$ cat config.mk
export PLATFORM = sky130hd
export DESIGN_NAME = agc_cordic_cell
export DESIGN_NICKNAME = d
export VERILOG_FILES = /design/src/rtl/agc_pkg.sv /design/src/rtl/agc_cordic_cell.sv
export SDC_FILE = /design/constraint.sdc
export NUM_CORES = 1
export LEC_CHECK = 0
export BUFFER_PORTS_ARGS = -buffer_cell sky130_fd_sc_hd__buf_2
export CORE_MARGIN = 4
export CORE_UTILIZATION = 35
export CTS_BUF_LIST = sky130_fd_sc_hd__clkbuf_4 sky130_fd_sc_hd__clkbuf_8 sky130_fd_sc_hd__clkbuf_16
export DETAILED_ROUTE_END_ITERATION = 16
export HOLD_SLACK_MARGIN = 0.1
export PLACE_DENSITY_LB_ADDON = 0.3
export SETUP_SLACK_MARGIN = 0.02
export SLEW_MARGIN = 30
export SYNTH_ARGS = -nofsm -noshare
export SYNTH_HDL_FRONTEND = slang
export SYNTH_SLANG_ARGS = --single-unit
$ cat constraint.sdc
create_clock -name i_clk -period 17.8 [get_ports i_clk]
set_input_delay 0.89 -clock i_clk [delete_from_list [all_inputs] [get_ports i_clk]]
set_output_delay 0.89 -clock i_clk [all_outputs]
set_load 0.02 [all_outputs]
$ cat src/rtl/agc_pkg.sv
package agc_pkg;

    // Block configuration
    localparam int CORDIC_STAGES = 16;  // 8 .. 32
    localparam int FRACTION_BITS = 16;  // 8 .. 24
    localparam int SQRT_STEPS    = 32;  // one root bit per cell, 64-bit radicand

    // Fixed field widths
    localparam int POS_W      = 32;
    localparam int CENTER_W   = 23;
    localparam int REPEAT_W   = 24;
    localparam int ANGLE_W    = 17;
    localparam int DIST_W     = 32;
    localparam int U_W        = 16;
    localparam int D_W        = 34;     // doubled offset, signed
    localparam int CW         = 62;     // CORDIC vector width, signed
    localparam int PW         = 34;     // CORDIC phase width, signed, 2^-32 turn units
    localparam int PRESCALE_SH = 24;
    localparam int STEP_W     = 5;
    localparam int SQ_W       = 64;
    localparam int A_W        = FRACTION_BITS + 1;

    localparam int CFG_IDX_W  = 2;
    localparam int CFG_DATA_W = 24;

    localparam logic signed [PW-1:0] HALF_TURN = 34'sh080000000;
    localparam logic signed [PW-1:0] FULL_TURN = 34'sh100000000;

    // Pipeline stage positions
    localparam int ST_IN    = 0;
    localparam int ST_PRE   = 1;
    localparam int ST_COR   = 2;                      // first CORDIC cell
    localparam int ST_ANG   = ST_COR + CORDIC_STAGES;
    localparam int ST_U     = ST_ANG + 1;
    localparam int PAD_LEN  = SQRT_STEPS - CORDIC_STAGES;
    localparam int ST_SQ    = 2;
    localparam int ST_SUM   = 3;
    localparam int ST_ROOT  = 4;                      // first square-root cell
    localparam int ST_OUT   = ST_ROOT + SQRT_STEPS;
    localparam int DEPTH    = ST_OUT + 1;

    // atan(2^-i) in 2^-32 turn units
    localparam logic [31:0] ATAN_TURNS [32] = '{
        32'h20000000, 32'h12E4051E, 32'h09FB385B, 32'h051111D4,
        32'h028B0D43, 32'h0145D7E1, 32'h00A2F61E, 32'h00517C55,
        32'h0028BE53, 32'h00145F2F, 32'h000A2F98, 32'h000517CC,
        32'h00028BE6, 32'h000145F3, 32'h0000A2FA, 32'h0000517D,
        32'h000028BE, 32'h0000145F, 32'h00000A30, 32'h00000518,
        32'h0000028C, 32'h00000146, 32'h000000A3, 32'h00000051,
        32'h00000029, 32'h00000014, 32'h0000000A, 32'h00000005,
        32'h00000003, 32'h00000001, 32'h00000001, 32'h00000000
    };

    typedef enum logic [CFG_IDX_W-1:0] {
        CFG_CENTER_X,
        CFG_CENTER_Y,
        CFG_REPEAT,
        CFG_MIRROR
    } t_cfg_idx;

    typedef struct packed {
        logic signed [POS_W-1:0] x_pos;
        logic signed [POS_W-1:0] y_pos;
    } t_in;

    typedef struct packed {
        logic [ANGLE_W-1:0] angle_coord;
        logic [DIST_W-1:0]  distance_coord;
    } t_out;

    typedef struct packed {
        logic signed [CW-1:0] x;
        logic signed [CW-1:0] y;
        logic signed [PW-1:0] phase;
        logic                 zero;
    } t_cordic;

    typedef struct packed {
        logic [SQ_W-1:0] rem;
        logic [SQ_W-1:0] root;
        logic            sat;
    } t_sqrt;

endpackage

$ cat src/rtl/agc_cordic_cell.sv
module agc_cordic_cell (
    input  logic                        i_clk,
    input  logic                        i_en,
    input  logic [agc_pkg::STEP_W-1:0]  i_shift,
    input  logic [31:0]                 i_atan,
    input  agc_pkg::t_cordic            i_d,
    output agc_pkg::t_cordic            o_q
);
    import agc_pkg::*;

    logic signed [CW-1:0] w_xs;
    logic signed [CW-1:0] w_ys;
    logic signed [PW-1:0] w_atan;
    t_cordic              n_q;
    t_cordic              r_q;

    always_comb begin
        w_xs   = i_d.x >>> i_shift;
        w_ys   = i_d.y >>> i_shift;
        w_atan = $signed({{(PW-32){1'b0}}, i_atan});
        n_q    = i_d;
        // rotate toward the x axis, both updates from the incoming vector
        if (!i_d.y[CW-1]) begin
            n_q.x     = i_d.x + w_ys;
            n_q.y     = i_d.y - w_xs;
            n_q.phase = i_d.phase + w_atan;
        end else begin
            n_q.x     = i_d.x - w_ys;
            n_q.y     = i_d.y + w_xs;
            n_q.phase = i_d.phase - w_atan;
        end
    end

    always_ff @(posedge i_clk) begin
        if (i_en) begin
            r_q <= n_q;
        end
    end

    assign o_q = r_q;

endmodule

Word level (Yosys, flattened, before mapping)
Cells that the tools add are included.

$add $sub $neg: 6. Shift-type cells: 2. Mux-type cells: 1.

Operators by type and width (number): two-way mux 158 bit (1); adder 62 bit (2); >>> shifter 62 x 5 -> 62 bit (2); subtractor 62 bit (2); adder 34 x 33 -> 34 bit (1); subtractor 34 x 33 -> 34 bit (1).

Register bits: 159. Bits of input ports: 198.

Depth between registers and ports, before layout
Depth in word-level cells: 3. Depth in mapped cells: 31. Gate-level depth less buffers: 25.

Worst setup path before layout
No wires, ideal clock.

Kind: input -> register. Start: input i_shift[1] (netlist name). End: register r_q (netlist bit o_q[157]) (data pin). Setup time: 0.258 ns. Arrival time: 6.725 ns. Data required time: 17.542 ns. Path slack: 10.817 ns. Stages: 26. Path through: buf_6 > buf_2 > mux4_2 > mux2i_1 > o22ai_1 > a221oi_1 > ha_1 > nor4b_1 > nand4_1 > nor4_4 > and4b_1 > and4_1 > a41oi_1 > xor2_1 > ha_1 > clkbuf_1 > nand4_1 > nor2_1 > nand2_1 > a211oi_1 > o2111ai_1 > a21oi_1 > o21ai_0 > o41ai_1 > a21oi_1 > xnor2_1.

RTL lines: from (decl) (line agc_cordic_cell.sv:4) `input logic [agc_pkg::STEP_W-1:0] i_shift,`; to (signal assigned) (line agc_cordic_cell.sv:36) `r_q <= n_q;`; to (decl) (line agc_cordic_cell.sv:15) `t_cordic r_q;`.

==> results_dict.tcl <==
set metrics [dict create \
    die_w_um 287 \
    worst_slew_pin_slew_ns 1.00 \
    synth_top_area_share_pct 17.5 \
    synth_cell_types 97 \
    num_vias 26700 \
    final_nets 3657 \
    ys_ff_latch 159 \
    via_per_inst 6.14 \
    syn_inst 3066 \
    portBuffers 356 \
    seq_area_frac_synth_pct 17.5 \
    cp_data_arrival_time_ns 9.14 \
    cts.sinks 159 \
    cts_resized 0 \
    clk_pin_slew_ns 0.08 \
    synth_warnings 0 \
    synth_adder_area_share_pct 8.06 \
    maxCapViolations 0 \
    drt_iter0_drc 2991 \
    rsz0062_at_grt "false" \
    cts_buffers 17 \
    worst-path-max-fanout 80 \
    ys_async_sr_fraction_pct 0 \
    core_area_um2 77300 \
    areaGrowthSynthToFinish_pct 11.0 \
    dp_hpwl_um 83000 \
    synthTopCellsByCount "nand2_1 (300), a21oi_1 (266), nor2_1 (248), mux4_2 (196), xnor2_1 (179)" \
    cts_tree "done" \
    synthMuxAreaShare_pct 23.8 \
    grt_pass1_wl_um 157000 \
    largest_reg_flops 159 \
    rows 102 \
    drtAntennaViolNets 0 \
    cts_hold_buf 0 \
    p_per_area_nw_per_um2 82.7 \
    syn_avg_cell_area_um2 8.90 \
    grt_overflow 0 \
    cp.required_ns 18.06 \
    crit_slowest_cell "buf_4" \
    yosys_most_used_dff "edfxtp_1" \
    setup_ws_ns 8.91 \
    fin_crit_ns 8.89 \
    report.final.slew_viol_count 0 \
    finalCritPeriodShare_pct 49.9 \
    slowest_delay_ns 0.80 \
    synth_nets 3438 \
    drc 0 \
    status "complete, no violations" \
    synth_top_family_by_area "multiplexers" \
    cts_root_buf "clkbuf_16" \
    setup_viol 0 \
    post_cts_buffers 0 \
    htreeDepth 4 \
    antenna_found_initial 9 \
    synthTopCellsByArea "edfxtp_1 (17%), mux4_2 (16%), ha_1 (7.8%), xnor2_1 (5.7%), mux2i_1 (5.5%)" \
    place.gp.congestion 1.01 \
    grt_max_degree 81 \
    crit_type "in -> reg" \
    firstDrtPassIters 7 \
    max_freq_mhz 113 \
    tns_ns 0 \
    synth_compound_area_share_pct 21.2 \
    grt_pass1_vias 25100 \
    nFillCells 8060 \
    crit_path_end_kind "flop" \
    hp-class "in -> reg" \
    wl_per_cell_um 24.3 \
    start_kind "input port" \
    slew_headroom_pct 32.3 \
    syn_area_um2 27300 \
    synth_area_leader_cell "edfxtp_1" \
    grt_usage_pct 24.6 \
    fin_total_pwr_uw 2500 \
    synthSimpleGateAreaFrac_pct 16.2 \
    die-area_um2 82500 \
    clock_path_buffers 2 \
    fp.dieH_um 287 \
    pin_count 357 \
    synth.most_common_cell "nand2_1" \
    synth_edf_count 159 \
    drive_above_1_share_pct 21.8 \
    multi_input_area_um2 21400 \
    leakage_uw 0.0122 \
    seq_area_um2 4770 \
    start_util_pct 35.3 \
    synth_xor_area_share_pct 8.92 \
    pre_cts_ws_ns 8.49 \
    max-vdd-ir-drop_v 0.0000839 \
    finalHoldViolCount 0 \
    wirelength_um 106000 \
]
[worst paths after layout]
check	startpoint	to	slack [ns]	depth (start not counted)
min	i_d[0]	o_q[0]$_DFFE_PP_	0.57	1
max	i_shift[1]	o_q[157]$_DFFE_PP_	8.91	25
[power breakdown]
group	internal [µW]	total, µW	switching [µW]
registers	569	597	28.2
logic	586	1530	941
clock network	185	382	197
total	1340	2500	1170
[per-stage QoR]
step	area, µm²	instances	hold slack (ns)	util, %
2_1_floorplan	27300	3066	0.989	-
5_1_grt	30300	4340	0.533	39.2
3_3_place_gp	29700	4306	1.08	38.4
3_5_place_dp	29700	4306	1.08	38.4
4_1_cts	30300	4338	0.530	39.2
6_report	30300	4343	0.567	39.2
[worst max-delay path: cells and delay by family]
| kind | cells | cell delay, ns |
|---|---|---|
| xor+xnor | 2 | 0.33 |
| buf+inv | 2 | 1.31 |
| simple gates | 8 | 2.33 |
| compound gates | 9 | 2.69 |
| mux | 2 | 0.85 |
| fa+ha+maj | 2 | 0.68 |
[layer usage]
| layer | part of all wire, % | wire (µm) | global-route usage (%) |
|---|---|---|---|
| met5 | 0.051 | 54 | 0 |
| met4 | 5.0 | 5300 | 11.4 |
| met3 | 8.5 | 8950 | 4.46 |
| met2 | 47 | 49400 | 40.3 |
| met1 | 40 | 41900 | 31.4 |
[logic make-up (layout without fill, tap and decap cells)]
group / after synthesis / in the layout
adders and majority gates: 174 / 174
muxes: 398 / 398
xor gates and xnor gates: 278 / 278
and+or+nand+nor: 918 / 918
AOI/OAI and AO/OA: 890 / 890
buffers and inverters: 249 / 481
other: 0 / 5
DFF: 159 / 159
[layout by cell type (no fill, tap or decap), types with 12 or more instances in the layout]
cell,instances
a211oi_1,45
a21boi_0,14
a21o_1,96
a21oi_1,266
a221oi_1,23
a31oi_1,52
and2_1,35
and3_1,35
and4_1,12
buf_2,349
buf_4,32
clkbuf_16,17
edfxtp_1,159
ha_1,171
inv_1,59
mux2_2,52
mux2i_1,149
mux4_2,196
nand2_1,300
nand2b_1,28
nand3_1,69
nand4_1,36
nor2_1,247
nor2b_1,31
nor3_1,50
nor4_1,13
o211ai_1,29
o21a_1,26
o21ai_0,146
o21bai_1,21
o22ai_1,24
xnor2_1,179
xor2_1,99
[area by class of cell]
type	instances	share of cell area, %
inverters	65	0.822
well taps	1040	4.29
multi-input cells	2658	70.6
repair buffers	384	6.69
diodes	5	0.0413
flip-flops and latches	159	15.8
clock inverters	14	0.413
clock buffers	18	1.43
Power figures use the tool's default switching activity.
