**config.mk**
```make
export PLATFORM = sky130hd
export DESIGN_NAME = agc_sqrt_cell
export DESIGN_NICKNAME = d
export VERILOG_FILES = /design/src/rtl/agc_pkg.sv /design/src/rtl/agc_sqrt_cell.sv
export SDC_FILE = /design/constraint.sdc
export NUM_CORES = 1
export LEC_CHECK = 0
export BUFFER_PORTS_ARGS = -buffer_cell sky130_fd_sc_hd__buf_2
export CORE_MARGIN = 1
export CORE_UTILIZATION = 24
export CTS_BUF_LIST = sky130_fd_sc_hd__clkbuf_4 sky130_fd_sc_hd__clkbuf_8
export CTS_CLUSTER_DIAMETER = 40
export DETAILED_ROUTE_END_ITERATION = 16
export PLACE_DENSITY = 0.5
export RECOVER_POWER = 25
export SYNTH_ARGS = -nofsm -noshare
export SYNTH_HDL_FRONTEND = slang
export SYNTH_SLANG_ARGS = --single-unit
export TNS_END_PERCENT = 30
```
**constraint.sdc**
```tcl
create_clock -name i_clk -period 10.69 [get_ports i_clk]
set_input_delay 0.5345 -clock i_clk [delete_from_list [all_inputs] [get_ports i_clk]]
set_output_delay 0.5345 -clock i_clk [all_outputs]
set_load 0.01 [all_outputs]
```
**src/rtl/agc_pkg.sv**
```systemverilog
package agc_pkg;

    // Block configuration
    localparam int CORDIC_STAGES = 16;  // 8 .. 32
    localparam int FRACTION_BITS = 16;  // 8 .. 24
    localparam int SQRT_STEPS    = 32;  // one root bit per cell, 64-bit radicand

    // Fixed field widths
    localparam int POS_W      = 32;
    localparam int CENTER_W   = 23;
    localparam int REPEAT_W   = 24;
    localparam int ANGLE_W    = 17;
    localparam int DIST_W     = 32;
    localparam int U_W        = 16;
    localparam int D_W        = 34;     // doubled offset, signed
    localparam int CW         = 62;     // CORDIC vector width, signed
    localparam int PW         = 34;     // CORDIC phase width, signed, 2^-32 turn units
    localparam int PRESCALE_SH = 24;
    localparam int STEP_W     = 5;
    localparam int SQ_W       = 64;
    localparam int A_W        = FRACTION_BITS + 1;

    localparam int CFG_IDX_W  = 2;
    localparam int CFG_DATA_W = 24;

    localparam logic signed [PW-1:0] HALF_TURN = 34'sh080000000;
    localparam logic signed [PW-1:0] FULL_TURN = 34'sh100000000;

    // Pipeline stage positions
    localparam int ST_IN    = 0;
    localparam int ST_PRE   = 1;
    localparam int ST_COR   = 2;                      // first CORDIC cell
    localparam int ST_ANG   = ST_COR + CORDIC_STAGES;
    localparam int ST_U     = ST_ANG + 1;
    localparam int PAD_LEN  = SQRT_STEPS - CORDIC_STAGES;
    localparam int ST_SQ    = 2;
    localparam int ST_SUM   = 3;
    localparam int ST_ROOT  = 4;                      // first square-root cell
    localparam int ST_OUT   = ST_ROOT + SQRT_STEPS;
    localparam int DEPTH    = ST_OUT + 1;

    // atan(2^-i) in 2^-32 turn units
    localparam logic [31:0] ATAN_TURNS [32] = '{
        32'h20000000, 32'h12E4051E, 32'h09FB385B, 32'h051111D4,
        32'h028B0D43, 32'h0145D7E1, 32'h00A2F61E, 32'h00517C55,
        32'h0028BE53, 32'h00145F2F, 32'h000A2F98, 32'h000517CC,
        32'h00028BE6, 32'h000145F3, 32'h0000A2FA, 32'h0000517D,
        32'h000028BE, 32'h0000145F, 32'h00000A30, 32'h00000518,
        32'h0000028C, 32'h00000146, 32'h000000A3, 32'h00000051,
        32'h00000029, 32'h00000014, 32'h0000000A, 32'h00000005,
        32'h00000003, 32'h00000001, 32'h00000001, 32'h00000000
    };

    typedef enum logic [CFG_IDX_W-1:0] {
        CFG_CENTER_X,
        CFG_CENTER_Y,
        CFG_REPEAT,
        CFG_MIRROR
    } t_cfg_idx;

    typedef struct packed {
        logic signed [POS_W-1:0] x_pos;
        logic signed [POS_W-1:0] y_pos;
    } t_in;

    typedef struct packed {
        logic [ANGLE_W-1:0] angle_coord;
        logic [DIST_W-1:0]  distance_coord;
    } t_out;

    typedef struct packed {
        logic signed [CW-1:0] x;
        logic signed [CW-1:0] y;
        logic signed [PW-1:0] phase;
        logic                 zero;
    } t_cordic;

    typedef struct packed {
        logic [SQ_W-1:0] rem;
        logic [SQ_W-1:0] root;
        logic            sat;
    } t_sqrt;

endpackage

```
**src/rtl/agc_sqrt_cell.sv**
```systemverilog
module agc_sqrt_cell (
    input  logic                        i_clk,
    input  logic                        i_en,
    input  logic [agc_pkg::STEP_W-1:0]  i_step,
    input  agc_pkg::t_sqrt              i_d,
    output agc_pkg::t_sqrt              o_q
);
    import agc_pkg::*;

    logic [5:0]      w_pos;
    logic [SQ_W-1:0] w_bit;
    logic [SQ_W-1:0] w_trial;
    t_sqrt           n_q;
    t_sqrt           r_q;

    always_comb begin
        // trial bit weight 4^(31 - step)
        w_pos   = 6'd62 - {i_step, 1'b0};
        w_bit   = {{(SQ_W-1){1'b0}}, 1'b1} << w_pos;
        w_trial = i_d.root + w_bit;
        n_q     = i_d;
        if (i_d.rem >= w_trial) begin
            n_q.rem  = i_d.rem - w_trial;
            n_q.root = (i_d.root >> 1) + w_bit;
        end else begin
            n_q.root = i_d.root >> 1;
        end
    end

    always_ff @(posedge i_clk) begin
        if (i_en) begin
            r_q <= n_q;
        end
    end

    assign o_q = r_q;

endmodule

```
# --- Word level (Yosys, flattened, before mapping) ---
# Index checks and enable logic that the tools add are counted.
totals:
  regBits: 129
  in_bits: 136
classes:
  order_cmp: 1
  n_mux: 2
  shifts: 1
  n_addsub: 4
ops:
  columns: ["operator", "count"]
  rows:
  - ["$add A63 B64 Y64", 1]
  - ["$add A64 B64 Y64", 1]
  - ["$ge A64 B64 Y1", 1]
  - ["$mux W64", 1]
  - ["$shl A1 B6 Y64 const A", 1]
  - ["$sub A64 B64 Y64", 1]
  - ["$mux W63", 1]
  - ["$sub A6 B6 Y6 const A", 1]

# --- Logic depth before layout (Yosys ltp) ---
logic_depth:
  ltp_word: 5
  mapped_depth: 29
  ltp_nobuf: 26

# --- Worst setup path before layout ---
# OpenSTA, ideal clock, no wires.
synth_path:
  path_type: "input-to-reg"
  start: "in i_step[0] (netlist name)"
  end: "reg r_q, in the netlist o_q[112], data pin"
  stages: 28
  arrival_time_ps: 5875
  path_buffers: 5
  path_slack_ps: 4558
  required_ps: 10432
  cell_sequence: "or2_2 > clkbuf_1 > nor2_1 > ha_1 > a31o_1 > a31oi_1 > o31ai_4 > a211oi_4 > a22o_4 > o21ai_2 > a221o_2 > a21oi_2 > inv_1 > a31oi_1 > xor2_1 > ha_1 > clkbuf_1 > a21o_1 > a21o_1 > a21oi_1 > nand2_1 > o41a_1 > a221o_1 > buf_2 > buf_6 > buf_6 > nor2_1 > a21oi_2"
synth_lines:
  columns: ["item", "line_no", "source"]
  rows:
  - ["start: declaration", "agc_sqrt_cell.sv:4", "input logic [agc_pkg::STEP_W-1:0] i_step,"]
  - ["end signal: assignment", "agc_sqrt_cell.sv:32", "r_q <= n_q;"]
  - ["end: declaration", "agc_sqrt_cell.sv:14", "t_sqrt r_q;"]

==> results.md <==
* Via/cell ratio at 5.06
* Number of I/O pins at about 270
* Rows at 88
* Max Freq at 140 MHz
* Syn Nets at 1,986
* Worst Hold Slack at 0.148 ns
* Synth warnings at 0
* Setup TNS at 0 ns
* Maxcap violations at 1
* RSZ-0062 raised after global routing: false
* CTS resizes at 0
* Worst Tran Pin Value at between 3 and 4 ns
* Largest fanout on the critical path at between 50 and 60
* Final setup viols at 0
* CTS max path bufs at 2
* Clock transition at path regs at 0.07 ns
* Syn-to-layout area delta at 16.2%
* Vias at 13,800
* Slowest cell on crit path: a221oi_4
* Post-route insts no fill at 2,721
* Placed insts at 2,682
* Routed WL at 55,100 µm
* Worst path arrival time at roughly 7.5 ns
* CTS H-tree lvls at 4
* Number of flip-flops in the largest register at approximately 130
* Crit-path leading delay family: compound AO/OA/AOI/OAI gates
* Post-CTS setup buffer count at 0
* Hold-fix buffers, CTS at 0
* Startpoint Class: input pin
* DP HPWL at 46,000 µm
* CTS sink cnt at around 130
* Mapped Area at about 0.014 mm²
* Share of cells above drive strength 1 at 18.1%
* Synthesized area per cell at roughly 8.2 µm²
* Lkg Pwr at 6.42 nW
* EDFF count, synth at 129
* CTS Root Cell: clkbuf_8
* Max stage delay on crit path at 0.75 ns
* Initial DRT Pass Iterations at 5
* Status: finished with violations
* First-pass GRT wire length at about 80,000 µm
* Initial Util at 24.5%
* Number of synthesized register bits at 129
* CTS tree: built
* CP required at 11.00 ns
* Final period util at 67.0%
* Overall routing resource usage at 18.2%
* Crit. End Element: flip-flop
* Period minus WS final at 7.16 ns
* Cell area power density at 110 mW/mm²
* CTS Buf Count at 17
* Die X at 245 µm
* Drt wl/cell at 20.3 µm
* FFs w/ async S/R, synth at 0%
* CP endpoint: o_q[56]
* Core Region at 0.0580 mm²
* Post-synthesis cell type count at 91
* Failing checks: capacitance limit, slew limit
* Synth Flop Type: edfxtp_1
* Total grt overflow at 0
* Max-slew violations at 60
* Vias in the first global route at around 14,000
* Seq/Total Area, Yosys at 27.3%
* Die Area at 0.0601 mm²
* Nets@finish at 2,199
* Largest net degree at the start of global routing at 72
* Hold/Removal Path Class: in -> reg
* Post-Synthesis Cells at 1,723
* Die H at 245 µm
* Gp weighted congestion at 0.891
* Kind of critical path: in -> reg
* Violation count after the first detailed-route iteration at 676
* Post-route ant nets at 0
* Crit path from: i_step[0]
* I/O Buffers at approximately 260
* Stages on worst setup path at 26
* Buf/Inv on CP at 3
* Worst rel slew slack at -146%
* Initial antenna violation count at 17
* Worst vdd ir at roughly 0.090 mV
* Final Hold Fails at 0
* DRC violations left at 0
## worst min-delay path by stage
stage / start / end / slack [ns] / cells after the start
2_1_floorplan: i_d[0] / o_q[0] / 0.63 / 0
3_3_place_gp: i_d[0] / o_q[0] / 0.72 / 1
3_5_place_dp: i_d[0] / o_q[0] / 0.71 / 1
4_1_cts: i_d[0] / o_q[0] / 0.07 / 1
5_1_grt: i_d[0] / o_q[0] / 0.11 / 1
6_report: i_d[0] / o_q[0] / 0.15 / 1
## where the power goes
group / switching, mW / total [mW] / leakage, nW / internal (mW)
clock: 0.228 / 0.459 / 0.205 / 0.231
sequential: 0.0217 / 0.664 / 1.26 / 0.643
combinational: 0.445 / 0.693 / 4.96 / 0.248
total: 0.695 / 1.82 / 6.42 / 1.12
## cell usage in the layout, fill, tap and decap left out, drive strengths merged, types with 34 or more instances in the layout
cell type  instances
xor2              93
buf              230
nand4             43
a21o              40
inv               34
edfxtp           129
a31oi             54
a21oi            182
clkbuf            57
ha               126
xnor2             87
nor2             200
o21ai            141
nand2            199
## Yosys cell counts, types with 4 or more instances
library cell  number  area, µm²
a211o_1            4       35.0
a211oi_1           5       37.5
a21o_1            40        300
a21oi_1          159        796
a21oi_2           23        201
a221o_1            4       40.0
a22oi_1            4       30.0
a31o_2            10       87.6
a31oi_1           52        325
and2_1            15       93.8
and3_1            17        106
and4_1             6       52.6
buf_2             12       60.1
buf_4              5       37.5
buf_6             12        135
clkbuf_1          45        169
edfxtp_1         129       3870
ha_1             126       1580
inv_1             34        128
nand2_1          199        747
nand2b_1          18        113
nand3_1           30        150
nand4_1           43        269
nor2_1           182        683
nor2_2            18        113
nor2b_1           17        106
nor3_1            14       70.1
nor3b_1            4       30.0
nor4_1            10       62.6
o211a_1            4       40.0
o211ai_1           8       60.1
o21a_1            16        120
o21ai_0          121        606
o21ai_1           17       85.1
o21bai_1          28        210
o22ai_1            6       37.5
o31ai_1           11       82.6
or2_2             11       68.8
or3_1             11       68.8
xnor2_1           87        762
xor2_1            93        815
## logic make-up after synthesis
group,share of synthesized area [%]
AOI/OAI and AO/OA,26.1
xor gates and xnor gates,11.1
adders and majority gates,11.3
buffers and inverters,3.73
and+or+nand+nor,20.5
DFF,27.3
## through the flow
step | utilization (%) | total power [mW] | worst slack (ns) | cell area (µm²)
after global placement | 27.8 | 1.38 | 2.92 | 16100
after global routing | 28.4 | 1.93 | 3.11 | 16500
after CTS | 28.5 | 1.86 | 3.49 | 16500
after detailed placement | 27.8 | 1.38 | 2.86 | 16100
after floorplan | - | 1.12 | 4.56 | 14200
final | 28.4 | 1.82 | 3.53 | 16500
## cell type report
cell class                 instances  area (µm²)
fill                            6413       41500
timing repair buffer             268        1300
antenna                            7        17.5
multi-input combinational       1486        9810
clock buffer                      19         249
tap                              765         957
clock inverter                    13         144
sequential                       129        3870
inverter                          34         128
## metal layers
metal  global-route usage [%]  wire length (µm)
met1                     22.5             23800
met2                     31.5             26900
met3                     4.20              3390
met4                     4.96               911
met5                        0               138
Note: power is estimated with default switching activity, not from simulation.
