**src/rtl/agc_pkg.sv**
```systemverilog
package agc_pkg;

    // Block configuration
    localparam int CORDIC_STAGES = 16;  // 8 .. 32
    localparam int FRACTION_BITS = 16;  // 8 .. 24
    localparam int SQRT_STEPS    = 32;  // one root bit per cell, 64-bit radicand

    // Fixed field widths
    localparam int POS_W      = 32;
    localparam int CENTER_W   = 23;
    localparam int REPEAT_W   = 24;
    localparam int ANGLE_W    = 17;
    localparam int DIST_W     = 32;
    localparam int U_W        = 16;
    localparam int D_W        = 34;     // doubled offset, signed
    localparam int CW         = 62;     // CORDIC vector width, signed
    localparam int PW         = 34;     // CORDIC phase width, signed, 2^-32 turn units
    localparam int PRESCALE_SH = 24;
    localparam int STEP_W     = 5;
    localparam int SQ_W       = 64;
    localparam int A_W        = FRACTION_BITS + 1;

    localparam int CFG_IDX_W  = 2;
    localparam int CFG_DATA_W = 24;

    localparam logic signed [PW-1:0] HALF_TURN = 34'sh080000000;
    localparam logic signed [PW-1:0] FULL_TURN = 34'sh100000000;

    // Pipeline stage positions
    localparam int ST_IN    = 0;
    localparam int ST_PRE   = 1;
    localparam int ST_COR   = 2;                      // first CORDIC cell
    localparam int ST_ANG   = ST_COR + CORDIC_STAGES;
    localparam int ST_U     = ST_ANG + 1;
    localparam int PAD_LEN  = SQRT_STEPS - CORDIC_STAGES;
    localparam int ST_SQ    = 2;
    localparam int ST_SUM   = 3;
    localparam int ST_ROOT  = 4;                      // first square-root cell
    localparam int ST_OUT   = ST_ROOT + SQRT_STEPS;
    localparam int DEPTH    = ST_OUT + 1;

    // atan(2^-i) in 2^-32 turn units
    localparam logic [31:0] ATAN_TURNS [32] = '{
        32'h20000000, 32'h12E4051E, 32'h09FB385B, 32'h051111D4,
        32'h028B0D43, 32'h0145D7E1, 32'h00A2F61E, 32'h00517C55,
        32'h0028BE53, 32'h00145F2F, 32'h000A2F98, 32'h000517CC,
        32'h00028BE6, 32'h000145F3, 32'h0000A2FA, 32'h0000517D,
        32'h000028BE, 32'h0000145F, 32'h00000A30, 32'h00000518,
        32'h0000028C, 32'h00000146, 32'h000000A3, 32'h00000051,
        32'h00000029, 32'h00000014, 32'h0000000A, 32'h00000005,
        32'h00000003, 32'h00000001, 32'h00000001, 32'h00000000
    };

    typedef enum logic [CFG_IDX_W-1:0] {
        CFG_CENTER_X,
        CFG_CENTER_Y,
        CFG_REPEAT,
        CFG_MIRROR
    } t_cfg_idx;

    typedef struct packed {
        logic signed [POS_W-1:0] x_pos;
        logic signed [POS_W-1:0] y_pos;
    } t_in;

    typedef struct packed {
        logic [ANGLE_W-1:0] angle_coord;
        logic [DIST_W-1:0]  distance_coord;
    } t_out;

    typedef struct packed {
        logic signed [CW-1:0] x;
        logic signed [CW-1:0] y;
        logic signed [PW-1:0] phase;
        logic                 zero;
    } t_cordic;

    typedef struct packed {
        logic [SQ_W-1:0] rem;
        logic [SQ_W-1:0] root;
        logic            sat;
    } t_sqrt;

endpackage

```
**src/rtl/agc_pipe_ctrl.sv**
```systemverilog
module agc_pipe_ctrl (
    input  logic                       i_clk,
    input  logic                       i_rst_n,
    input  logic                       i_valid,
    output logic                       o_stall,
    input  logic                       i_stall,
    output logic                       o_valid,
    output logic [agc_pkg::DEPTH-1:0]  o_en
);
    import agc_pkg::*;

    logic [DEPTH-1:0] r_vld;
    logic [DEPTH-1:0] n_vld;
    logic [DEPTH-1:0] w_ready;
    logic [DEPTH-1:0] w_prev;

    // a stage can load when it or some stage after it is empty, or the output drains
    always_comb begin
        for (int k = 0; k < DEPTH; k++) begin
            w_ready[k] = !i_stall || ((r_vld >> k) != ({DEPTH{1'b1}} >> k));
        end
        w_prev = {r_vld[DEPTH-2:0], i_valid};
        n_vld  = (w_ready & w_prev) | (~w_ready & r_vld);
    end

    always_ff @(posedge i_clk) begin
        if (!i_rst_n) begin
            r_vld <= '0;
        end else begin
            r_vld <= n_vld;
        end
    end

    assign o_en    = w_ready;
    assign o_stall = !w_ready[0];
    assign o_valid = r_vld[DEPTH-1];

`ifndef SYNTHESIS
    a_stall_only_when_full: assert property (@(posedge i_clk) disable iff (!i_rst_n)
        o_stall |-> (&r_vld))
        else $error("input stalled while a pipeline slot is free");

    a_accept_lands: assert property (@(posedge i_clk) disable iff (!i_rst_n)
        (i_valid && !o_stall) |=> r_vld[0])
        else $error("accepted transaction not held in first stage");

    a_no_stall_when_drained: assert property (@(posedge i_clk) disable iff (!i_rst_n)
        !i_stall |-> !o_stall)
        else $error("input stalled while output drains");
`endif

endmodule

```
**config.mk**
```make
export PLATFORM = sky130hd
export DESIGN_NAME = agc_pipe_ctrl
export DESIGN_NICKNAME = d
export VERILOG_FILES = /design/src/rtl/agc_pkg.sv /design/src/rtl/agc_pipe_ctrl.sv
export SDC_FILE = /design/constraint.sdc
export NUM_CORES = 1
export LEC_CHECK = 0
export BUFFER_PORTS_ARGS = -buffer_cell sky130_fd_sc_hd__buf_4
export CAP_MARGIN = 20
export CORE_AREA = 8 8 74 76
export CTS_CLUSTER_SIZE = 30
export DETAILED_ROUTE_END_ITERATION = 16
export DIE_AREA = 0 0 82 84
export HOLD_SLACK_MARGIN = 0.08
export PLACE_DENSITY = 0.72
export SLEW_MARGIN = 20
export SYNTH_ARGS = -nofsm -noshare
export SYNTH_HDL_FRONTEND = slang
export SYNTH_SLANG_ARGS = --single-unit
```
**constraint.sdc**
```tcl
create_clock -name i_clk -period 2.5 [get_ports i_clk]
set_input_delay 0.25 -clock i_clk [delete_from_list [all_inputs] [get_ports i_clk]]
set_output_delay 0.25 -clock i_clk [all_outputs]
set_load 0.05 [all_outputs]
```
==> Word-level counts from Yosys, hierarchy flattened <==
Index checks and enable logic that the tools add are counted.
Widths: inputs -> output; s select.
{ "word_totals": {"reg_bits": 37, "out_inout_bits": 39, "input_bits": 4} }
{ "classes": {"eq_ne": 36, "reduce_logical": 39, "bitwise_logic": 5} }
{ "ops": {"columns": ["op", "n"], "rows": [
  ["$and 37x37->37", 2],
  ["$logic_or 1x1->1", 37],
  ["$ne 37x37->1 const B", 1],
  ["$not 37->37", 1],
  ["$or 37x37->37", 1],
  ["$ne 36x36->1 const B", 1],
  ["$ne 35x35->1 const B", 1],
  ["$ne 34x34->1 const B", 1],
  ["$ne 33x33->1 const B", 1],
  ["$ne 32x32->1 const B", 1],
  ["$ne 31x31->1 const B", 1],
  ["$ne 30x30->1 const B", 1],
  ["$ne 29x29->1 const B", 1],
  ["$ne 28x28->1 const B", 1],
  ["$ne 27x27->1 const B", 1],
  ["$ne 26x26->1 const B", 1],
  ["$ne 25x25->1 const B", 1],
  ["$ne 24x24->1 const B", 1],
  ["$ne 23x23->1 const B", 1],
  ["$ne 22x22->1 const B", 1],
  ["$ne 21x21->1 const B", 1],
  ["$ne 20x20->1 const B", 1],
  ["$ne 19x19->1 const B", 1],
  ["$ne 18x18->1 const B", 1],
  ["18 further kinds", 19]
]} }

==> Longest topological paths before layout <==
{ "logic_depth": {"word_depth": 5, "ltp_mapped": 8} }

==> Worst setup path after synthesis <==
Ideal clock, no wire load.
{ "synth_path": {"path_kind": "flip-flop to output port", "from": "register with a tool-made name", "to": "output port o_en[0] in the netlist's numbering", "path_buffers": 1, "setup_slack_ns": -0.051, "t_required_ns": 2.250, "arrival_ns": 2.301, "path_stages_with_launch": 6, "path_cell_list": "dfxtp_1 > and3_1 > buf_6 > nand4_4 > nor4b_4 > inv_1"} }
{ "synth_rtl": {"columns": ["element", "line", "rtl"], "rows": [
  ["to (decl)", "agc_pipe_ctrl.sv:8", "output logic [agc_pkg::DEPTH-1:0] o_en"]
]} }

==> results by group <==
Global route
  • Pin count of the biggest net entering global routing: 46
  • GRT met1 Usage: 15.2%
  • Vias in the first global route: 1403
  • First-pass GRT wire length: 6450 µm
  • M2 GR Usage: 16.6%
  • Initial antenna violation count: 0
  • GR met3 Demand/Resource: 3.34%
  • Aggregate global-route resource usage: 11.6%
  • Most used routing layer: met2
  • Total grt overflow: 0

Placement
  • DP HPWL: 2960 µm
  • Pre-CTS setup slack: 420 ps
  • RePlAce Congestion: 0.827
  • I/O Buffers: 42

Floorplanning
  • Core area: 4260 µm²
  • Die ar.: 6890 µm²
  • Row cnt: 24
  • Die height: 84 µm
  • I/O pin count: 43
  • Die Width: 82 µm
  • Starting Density: 41.5%

Clocking
  • Clk_lat worst skew: 300 ps
  • TritonCTS clock tree: done
  • Number of hold buffers added after cts: 0
  • CTS HTree Levels: 2
  • CTS max path bufs: 2
  • Worst-path clk slew: 70 ps
  • Clock root cell: clkbuf_8
  • Clk sinks: 37
  • Setup bufs post-CTS: 0
  • TritonCTS buffer count: 5

Timing
  • Tmin final: 2370 ps
  • Final Hold Vio Count: 0
  • Max Clk Rate: 0.422 GHz
  • Final worst slack: 133 ps
  • Final-report max-slew violation count: 0
  • Setup TNS: 0 ps
  • Final period util: 94.7%
  • Worst Tran Pin Value: 510 ps
  • Rel. slew slack: 65.8%
  • RSZ-0062 raised after global routing: false
  • Setup-failing EPs final: 0
  • Setup Skew: 13.9 ps

Logic synthesis
  • Syn Inst Count: 206
  • Syn nets: 210
  • Synth Cell Area: 1770 µm²
  • Sequential cell area fraction in the yosys report: 41.8%
  • FFs w/ async S/R, synth: 0%
  • EDFF count, synth: 0
  • Synthesis warning total: 0
  • Distinct cells, synth: 35
  • Mean Syn Cell Area: 8.59 µm²
  • Synthesized flop and latch total: 37
  • Synth Flop Type: dfxtp_1

Drt
  • Drt wl/cell: 13.1 µm
  • Final antenna-violating net count: 0
  • TritonRoute pass-1 iters: 4
  • Routed WL: 3940 µm
  • Routed vias/inst: 5.08
  • Remaining DRCs: 0
  • Vias: 1525
  • DR iter-0 viols: 115

Worst setup path
  • Startpoint type of the worst setup path: flip-flop
  • WS Path Type: reg -> out
  • Required time worst endpoint: 2250 ps
  • Max Fanout on Critical Path: 6
  • Max stage delay on crit path: 610 ps
  • WP data arrival: 2120 ps
  • Setup crit end kind: output pin
  • CP bufs+invs: 1
  • Slowest-stage cell, CP: or4_4
  • CP cell instances: nand4_4, or4_4, nor4b_4, buf_4
  • CP top delay family: simple AND/OR/NAND/NOR gates

Power and ir drop
  • Leak: 0.775 nW
  • Power Density: 467 nW/µm²
  • Maximum vdd drop: 0.266 mV

Layout
  • Nets@finish: 251
  • Share of cells above drive strength 1: 28.6%
  • Fill count: 416
  • ANT cells: 0
  • Syn-to-layout area delta: 23.5%

Hold path
  • HP Class: in -> reg

Outcome
  • Outcome: finished, final reports clean

Job
  • Max Cap Violations: 0
## worst paths after layout
check / cells past startpoint / slack, ps / start / to
hold / removal: 2 / 170 / i_valid / flip-flop
hold reg to reg: 2 / 460 / flip-flop / flip-flop
setup / recovery: 4 / 130 / flip-flop / o_stall
setup reg to reg: 4 / 740 / flip-flop / flip-flop
## cell type report
type                            instances  area [µm²]  area share (%)
Tap cell                               52        65.1            2.97
Multi-Input combinational cell        130         856            39.1
Clock buffer                            5        68.8            3.15
Timing Repair Buffer                   43         323            14.8
Inverter                               30         115            5.26
Sequential cell                        37         742            33.9
Clock inverter                          3        17.5           0.801
## cells in the final DEF (no fill, tap or decap), types with 2 or more instances in the layout
| cell | Yosys | final |
|---|---|---|
| nor3_1 | 9 | 9 |
| nand3_1 | 17 | 17 |
| nor2_1 | 5 | 5 |
| and4_1 | 2 | 2 |
| dfxtp_1 | 37 | 36 |
| clkbuf_8 | 1 | 5 |
| buf_4 | 0 | 43 |
| and3_2 | 3 | 4 |
| inv_1 | 27 | 26 |
| clkinv_2 | 0 | 2 |
| nand4_1 | 9 | 9 |
| nand2_1 | 27 | 27 |
| o31ai_1 | 3 | 3 |
| nand4_4 | 3 | 3 |
| o21ai_0 | 4 | 4 |
| a21boi_0 | 9 | 9 |
| or3_1 | 2 | 2 |
| o21a_1 | 19 | 19 |
| and3_1 | 6 | 5 |
| inv_2 | 2 | 3 |
## kinds of logic after synthesis
family,share of synthesized area [%]
AO/OA/AOI/OAI,15.1
buffers and inverters,9.89
flip-flops,41.8
AND/OR/NAND/NOR,33.2
## power breakdown
part,internal [W],switching (W),total [W],leakage [nW]
combinational,0.00000728,0.0000120,0.0000193,0.432
sequential,0.000591,0.00000155,0.000593,0.299
clock,0.000192,0.000216,0.000409,0.0439
## worst register-to-register path: cells and delay by family (launching register included)
kind	cells	cell delay [ps]
compound gates	1	140
flops	1	460
simple gates	3	1110
## Yosys cell counts (2+ instances only)
cell / count / area share [%]
buf_6: 2 / 1.3
o21ai_0: 4 / 1.1
or3_1: 2 / 0.71
inv_2: 2 / 0.42
and3_1: 6 / 2.1
nor2_1: 5 / 1.1
and3_2: 3 / 1.3
dfxtp_1: 37 / 42
nor3_1: 9 / 2.5
o31ai_1: 3 / 1.3
nand2_1: 27 / 5.7
clkbuf_1: 4 / 0.85
and4_1: 2 / 0.99
inv_1: 27 / 5.7
a21boi_0: 9 / 3.8
nand4_1: 9 / 3.2
o21a_1: 19 / 8.1
nand3_1: 17 / 4.8
nand4_4: 3 / 3.6
## timing repair
action | CTS | global route
hold endpoints to repair | 0 | 0
resized for setup | 0 | 1
setup endpoints to repair | 0 | 9
## per-layer routing
layer  wire (µm)  vias up  share of wire, %
met5           0        -                 0
met4          57        0               1.4
met3         204        5               5.2
met2        1720       33                44
met1        1960      689                50
li1            -      798                 -
## stage by stage
stage | instances | util, % | power, W | cell area, µm² | hold WS, ps
2_1_floorplan | 206 | - | 0.000623 | 1770 | 374
3_3_place_gp | 292 | 49.2 | 0.000626 | 2100 | 438
3_5_place_dp | 292 | 49.2 | 0.000626 | 2100 | 446
4_1_cts | 300 | 51.3 | 0.00103 | 2190 | 155
5_1_grt | 300 | 51.3 | 0.00106 | 2190 | 154
6_report | 300 | 51.3 | 0.00102 | 2190 | 166
(Power assumes the default switching activity.)
